[config.mk]
export PLATFORM = sky130hd
export DESIGN_NAME = rsa_page_round
export DESIGN_NICKNAME = d
export VERILOG_FILES = /design/src/rtl/rsa_pkg.sv /design/src/rtl/rsa_page_round.sv
export SDC_FILE = /design/constraint.sdc
export NUM_CORES = 1
export LEC_CHECK = 0
export ABC_AREA = 1
export BUFFER_PORTS_ARGS = -buffer_cell sky130_fd_sc_hd__buf_2
export CAP_MARGIN = 25
export CORE_ASPECT_RATIO = 1.75
export CORE_MARGIN = 1.5
export CORE_UTILIZATION = 45
export CTS_BUF_LIST = sky130_fd_sc_hd__clkbuf_2
export DETAILED_ROUTE_END_ITERATION = 10
export PLACE_DENSITY = 0.84
export RECOVER_POWER = 100
export SLEW_MARGIN = 20
export SYNTH_ARGS = -nofsm -noshare
export SYNTH_HDL_FRONTEND = slang
export SYNTH_SLANG_ARGS = --single-unit
[constraint.sdc]
create_clock -name clk -period 2.2 [get_ports clk]
set_input_delay 0.11 -clock clk [delete_from_list [all_inputs] [get_ports clk]]
set_output_delay 0.11 -clock clk [all_outputs]
set_load 0.01 [all_outputs]
[src/rtl/rsa_pkg.sv]
// shared types and constants of the region slot allocator
`timescale 1ns / 1ps
`default_nettype none

package rsa_pkg;

  localparam int unsigned ADDR_W  = 32;
  localparam int unsigned COUNT_W = 10;

  localparam logic [COUNT_W-1:0] COUNT_MAX = 10'd1023;
  localparam logic [ADDR_W-1:0]  BASE_RESET = 32'h0040_0000;

  // request codes, code 3 is unknown and does nothing
  localparam logic [1:0] REQ_ALLOC   = 2'd0;
  localparam logic [1:0] REQ_RELEASE = 2'd1;
  localparam logic [1:0] REQ_CHECK   = 2'd2;

  typedef enum logic [4:0] {
    ST_CLEAR = 5'b00001,
    ST_IDLE  = 5'b00010,
    ST_ROUND = 5'b00100,
    ST_SCAN  = 5'b01000,
    ST_FIN   = 5'b10000
  } state_t;

  // write request toward the slot table
  typedef struct packed {
    logic              we_start;
    logic              we_size;
    logic [ADDR_W-1:0] start;
    logic [ADDR_W-1:0] size;
  } slot_wr_t;

endpackage

`default_nettype wire

[src/rtl/rsa_page_round.sv]
// page rounding unit: masks off the in-page offset, then rounds up to whole pages with saturation
`timescale 1ns / 1ps
`default_nettype none

module rsa_page_round import rsa_pkg::*; #(
  parameter int unsigned PAGE_BYTES = 4096
) (
  input  wire logic              clk,
  input  wire logic              rst_n,
  input  wire logic              start,
  input  wire logic [ADDR_W-1:0] bytes,
  output logic                   done,
  output logic      [ADDR_W-1:0] need
);

  // page size is a power of two, so the in-page offset is a mask
  localparam logic [ADDR_W-1:0] PAGE_MASK = ADDR_W'(PAGE_BYTES - 1);
  localparam longint unsigned SAT_L = (64'hFFFF_FFFF / PAGE_BYTES) * PAGE_BYTES;
  localparam logic [ADDR_W-1:0] SAT_V = ADDR_W'(SAT_L);

  logic              fin_r;
  logic [ADDR_W-1:0] bytes_r;
  logic [ADDR_W:0]   total;

  // whole pages below the size plus one page when an offset is left, 33 bits to see overflow
  assign total = {1'b0, bytes_r & ~PAGE_MASK}
               + (((bytes_r & PAGE_MASK) != '0) ? (ADDR_W+1)'(PAGE_BYTES) : '0);

  assign need = total[ADDR_W] ? SAT_V : total[ADDR_W-1:0];
  assign done = fin_r;

  always_ff @(posedge clk) begin
    if (!rst_n) begin
      fin_r <= 1'b0;
    end else begin
      fin_r <= start;
    end
  end

  always_ff @(posedge clk) begin
    if (start) begin
      bytes_r <= bytes;
    end
  end

endmodule

`default_nettype wire

## Yosys cells after proc, flatten, opt, wreduce, memory -nomap -nowiden

Index checks and enable logic that the tools add are counted.

- Memories kept: 0
- Bits in writable memories: 0
- Flip-flop bits (word level): 33
- Bits in latches: 0
- Output and inout port bits: 33
- Word-level logic and storage cells: 6
- Bits of input ports: 35
- ROM bits: 0

- $lt $le $gt $ge: 0
- Shift operators: 0
- Multiply operators: 0
- Equal/unequal tests: 0
- $add $sub $neg: 1
- Bitwise logic cells: 0
- Reduce and logical (&&, ||, !) cells: 1
- Multiplexer cells: 2
- Div/mod/pow operators: 0

Operator list:

| kind | number |
|---|---|
| adder 32 x 13 -> 33 bit | 1 |
| 2-to-1 mux 32 bit | 1 |
| nonzero test 32 bit | 1 |
| 2-to-1 mux 13 bit | 1 |

## Longest topological paths before layout

- Depth in word-level cells: 4
- Gate-level depth with buffers: 11
- Gate-level depth less buffers: 11

## Least setup slack after synthesis

Ideal clock, no wire load.

- Kind: register to output
- Start point: reg bytes_r[5]
- End point: out need[31]
- Arrival time: 1656 ps
- Cell stages (with the launch flop): 11
- Data required time: 2090 ps
- Path slack: 434 ps
- Buffers on the path: 0
- Path through: edfxtp_1 nor4_1 nand3_1 ha_1 ha_1 nand2_1 nor2_2 nand3_1 inv_2 nand3_2 nand3_1

- Word-level cells in the longest chain between the ends: 4

RTL lines:

| element | line | text |
|---|---|---|
| start, declared | rsa_page_round.sv:22 | `logic [ADDR_W-1:0] bytes_r;` |
| start signal, assigned | rsa_page_round.sv:42 | `bytes_r <= bytes;` |
| nonzero test 32 bit | rsa_page_round.sv:27 | `+ (((bytes_r & PAGE_MASK) != '0) ? (ADDR_W+1)'(PAGE_BYTES) : '0);` |
| 2-to-1 mux 13 bit | rsa_page_round.sv:27 |  |
| adder 32 x 13 -> 33 bit | rsa_page_round.sv:27 |  |
| 2-to-1 mux 32 bit | rsa_page_round.sv:29 | `assign need = total[ADDR_W] ? SAT_V : total[ADDR_W-1:0];` |
| end, declared | rsa_page_round.sv:13 | `output logic [ADDR_W-1:0] need` |

Every way passes these cells.

## Worst setup path after layout

- Start point: reg bytes_r[8]
- End point: out need[22]

The elaborated chain is that of the path after synthesis.

==> qor.yml <==
start_util_pct: 47.6
netSwitchingFraction_pct: 25.8
die_width_um: 50.3
maxSlewViolCount: 34
syn_to_final_growth_pct: 46.9
detailedPlace.worstSlack_ns: 0.126
cell_by_cell_listing_of_the_critical_path: "nor4_2 > nand3_1 > ha_4 > ha_4 > nand2_4 > nor2_4 > nand3_4 > xor2_2 > nand2_1 > buf_2"
power_frac_clock_pct: 26.7
syn_area_per_cell_um2: 9.57
total_grt_overflow: 0
post_synth_inst_count: 184
cp-end-kind: "primary output"
max_frequency_mhz: 416
final_hold_viol_count: 0
worst_path_largest_cell_delay_ns: 0.46
clkSinkCount: 33
vdd_ir_drop_max_mv: 0.558
p_int_uw: 1070
cellLeakagePower_uw: 0.00117
final_util_pct: 69.9
std_cell_core_area_um2: 3700
std_cell_rows: 29
via_density: 4.75
final.setup.worst_slack_ns: -0.203
p_sw_uw: 372
cts-buffers-inserted: 5
pin_count: 68
timing.setup.critical_path_class: "reg -> out"
sequential_cell_area_fraction_in_the_yosys_report_pct: 55.7
cts.reportedPaths.clkPinSlew_ns: 0.17
pwr-share-comb_pct: 18.6
critical-path-top-cell-by-count: "sky130_fd_sc_hd__ha_4"
die_area_um2: 4310
clock_tree.htree_level_count: 2
postRouteWirelength_mm: 4.26
drt-pass1-iter-count: 4
drt-wirelength-per-cell_um: 13.1
total_power_uw: 1440
wire_length_of_the_first_global_routing_pass_mm: 6.80
num-nets-final: 316
port-buffer-count: 55
die_height_um: 85.8
post_route_cells_drive_above_1_share_pct: 33.6
timing.setup.tns_ns: -3.04
place.detailed.hpwl_mm: 2.57
sequential_cell_area_um2: 981
setup_crit_start: "bytes_r[8]"
grt_setup_unrepaired: "yes"
critical_path_required_ns: 2.09
power.share.sequential_pct: 54.8
crit_path_top_delay_cell: "sky130_fd_sc_hd__edfxtp_1"
slew_headroom_pct: -10.8
hold_class: "in -> reg"
grt_max_degree: 34
worst-endpoint-arrival_ns: 2.29
finalSetupViolations: 20
drc_errors: 0
maxcap_violations: 1
timing.final.crit_period_ns: 2.40
syn-cell-area_um2: 1760
number_of_buffers_between_clock_root_and_the_deepest_sink: 2
antenna_left: 0
multi_input_comb_area_um2: 758
cts_root_buffer: "sky130_fd_sc_hd__clkbuf_2"
tightest_slew_ns: 1.66
worstSetupEndpoint: "need[22]"
synth.yosys.warnings: 0
synth.distinct_cells: 23
drt_first_iter_violations: 58
detailroute.via_count: 1548
violations: "max-capacitance violations, max-slew violations, negative setup slack"
routability_cong: 0.837
grt_antenna_before_repair: 0
power.density_cell_area_nw_per_um2: 558
worstPathMaxFanout: 4
final.period_utilization_pct: 109
timing.critical_path.from_type: "flip-flop"
vias_in_the_first_global_route: 1608
ys_ff_latch: 33
num-fill-cells: 282
diodes: 0
grt_util_all_layers_pct: 21.2
run_status: "finished, violations left"
cts_tree: "yes"
-- power groups by stage --
| stage | sequential [µW] | combinational [µW] | clock [µW] |
|---|---|---|---|
| floorplan | 786 | 121 | 0 |
| global placement | 793 | 184 | 0 |
| detailed placement | 795 | 189 | 0 |
| CTS | 784 | 254 | 388 |
| global route | 796 | 295 | 417 |
| finish | 790 | 268 | 385 |
-- worst min path at each step --
stage | depth (start not counted) | slack (ns) | startpoint | to
4_1_cts | 3 | 0.25 | start | done
3_3_place_gp | 1 | 0.29 | bytes[6] | bytes_r[6]
5_1_grt | 2 | 0.43 | bytes[10] | bytes_r[10]
6_report | 2 | 0.45 | bytes[5] | bytes_r[5]
3_5_place_dp | 1 | 0.29 | bytes[11] | bytes_r[11]
2_1_floorplan | 2 | 0.20 | start | done
-- metal layers --
layer	GRT usage, %	up-vias	share of wire (%)
met5	0	-	0
met4	11.8	0	3.8
met3	3.66	14	4.3
met2	40.7	56	57
met1	20.4	702	35
li1	-	776	-
-- state kept, by name, indices dropped and copies added (netlist names) --
signal,flops
bytes_r,32
done,1
-- area by class of cell --
cell class | count | area share [%]
Inverter | 20 | 3.00
Tap cell | 46 | 2.22
Multi-Input combinational cell | 129 | 29.3
Sequential cell | 33 | 37.9
Timing Repair Buffer | 90 | 25.0
Clock buffer | 5 | 0.967
Clock inverter | 3 | 1.60
-- synth_stat cells (all sizes together) --
cell    count  area, µm²
nor4        3       18.8
buf        13        101
nand4       4       25.0
edfxtp     32        961
nand3      23        135
nand2      50        203
nand3b      1       7.51
o21ai       5       25.0
xor2        3       26.3
and2        1       6.26
inv        20       75.1
ha          2       25.0
dfxtp       1       20.0
xnor2       2       17.5
or2         2       12.5
nor2       21       98.8
conb        1       3.75
-- placed cells by master (no fill, tap or decap), types with 4 or more instances in the layout --
cell type / netlist / routed
sky130_fd_sc_hd__inv_1: 19 / 19
sky130_fd_sc_hd__nand2_1: 44 / 40
sky130_fd_sc_hd__dlygate4sd3_1: 0 / 33
sky130_fd_sc_hd__o21ai_0: 5 / 4
sky130_fd_sc_hd__nor2_1: 15 / 14
sky130_fd_sc_hd__nand3_1: 19 / 14
sky130_fd_sc_hd__nand2_2: 6 / 8
sky130_fd_sc_hd__buf_2: 0 / 46
sky130_fd_sc_hd__edfxtp_1: 32 / 32
sky130_fd_sc_hd__nor2_2: 5 / 5
sky130_fd_sc_hd__conb_1: 1 / 12
sky130_fd_sc_hd__clkbuf_1: 0 / 4
sky130_fd_sc_hd__nand4_1: 4 / 4
sky130_fd_sc_hd__buf_6: 1 / 5
sky130_fd_sc_hd__nand3_2: 4 / 7
sky130_fd_sc_hd__clkbuf_2: 0 / 5
-- worst max-delay path: cells and delay by family, from the launching register on --
kind          cells  cell delay, ns
xor+xnor          1            0.16
simple gates      6            0.80
buf+inv           1            0.13
flops             1            0.46
fa+ha+maj         2            0.38
-- cells by family after synthesis --
| logic type | after synthesis | share of synthesized area, % |
|---|---|---|
| fa+ha+maj | 2 | 1.42 |
| simple gates | 105 | 28.8 |
| buf+inv | 33 | 10.0 |
| compound gates | 5 | 1.42 |
| other cells | 1 | 0.213 |
| flops | 33 | 55.7 |
| xor+xnor | 5 | 2.49 |
-- stage by stage --
step	instance area, µm²	hold slack [ns]	instances
3_3_place_gp	2030	0.286	283
5_1_grt	2590	0.428	326
3_5_place_dp	2030	0.288	283
6_report	2590	0.449	326
4_1_cts	2520	0.251	324
2_1_floorplan	1800	0.203	195
-- what timing repair did --
item	CTS	global route
setup buffers	0	2
endpoints found under the setup margin	20	20
hold buffers	33	0
pin swaps	8	7
gates resized for setup	19	10
endpoints found under the hold margin	33	0
No activity file was read; power rests on OpenSTA's default activity.
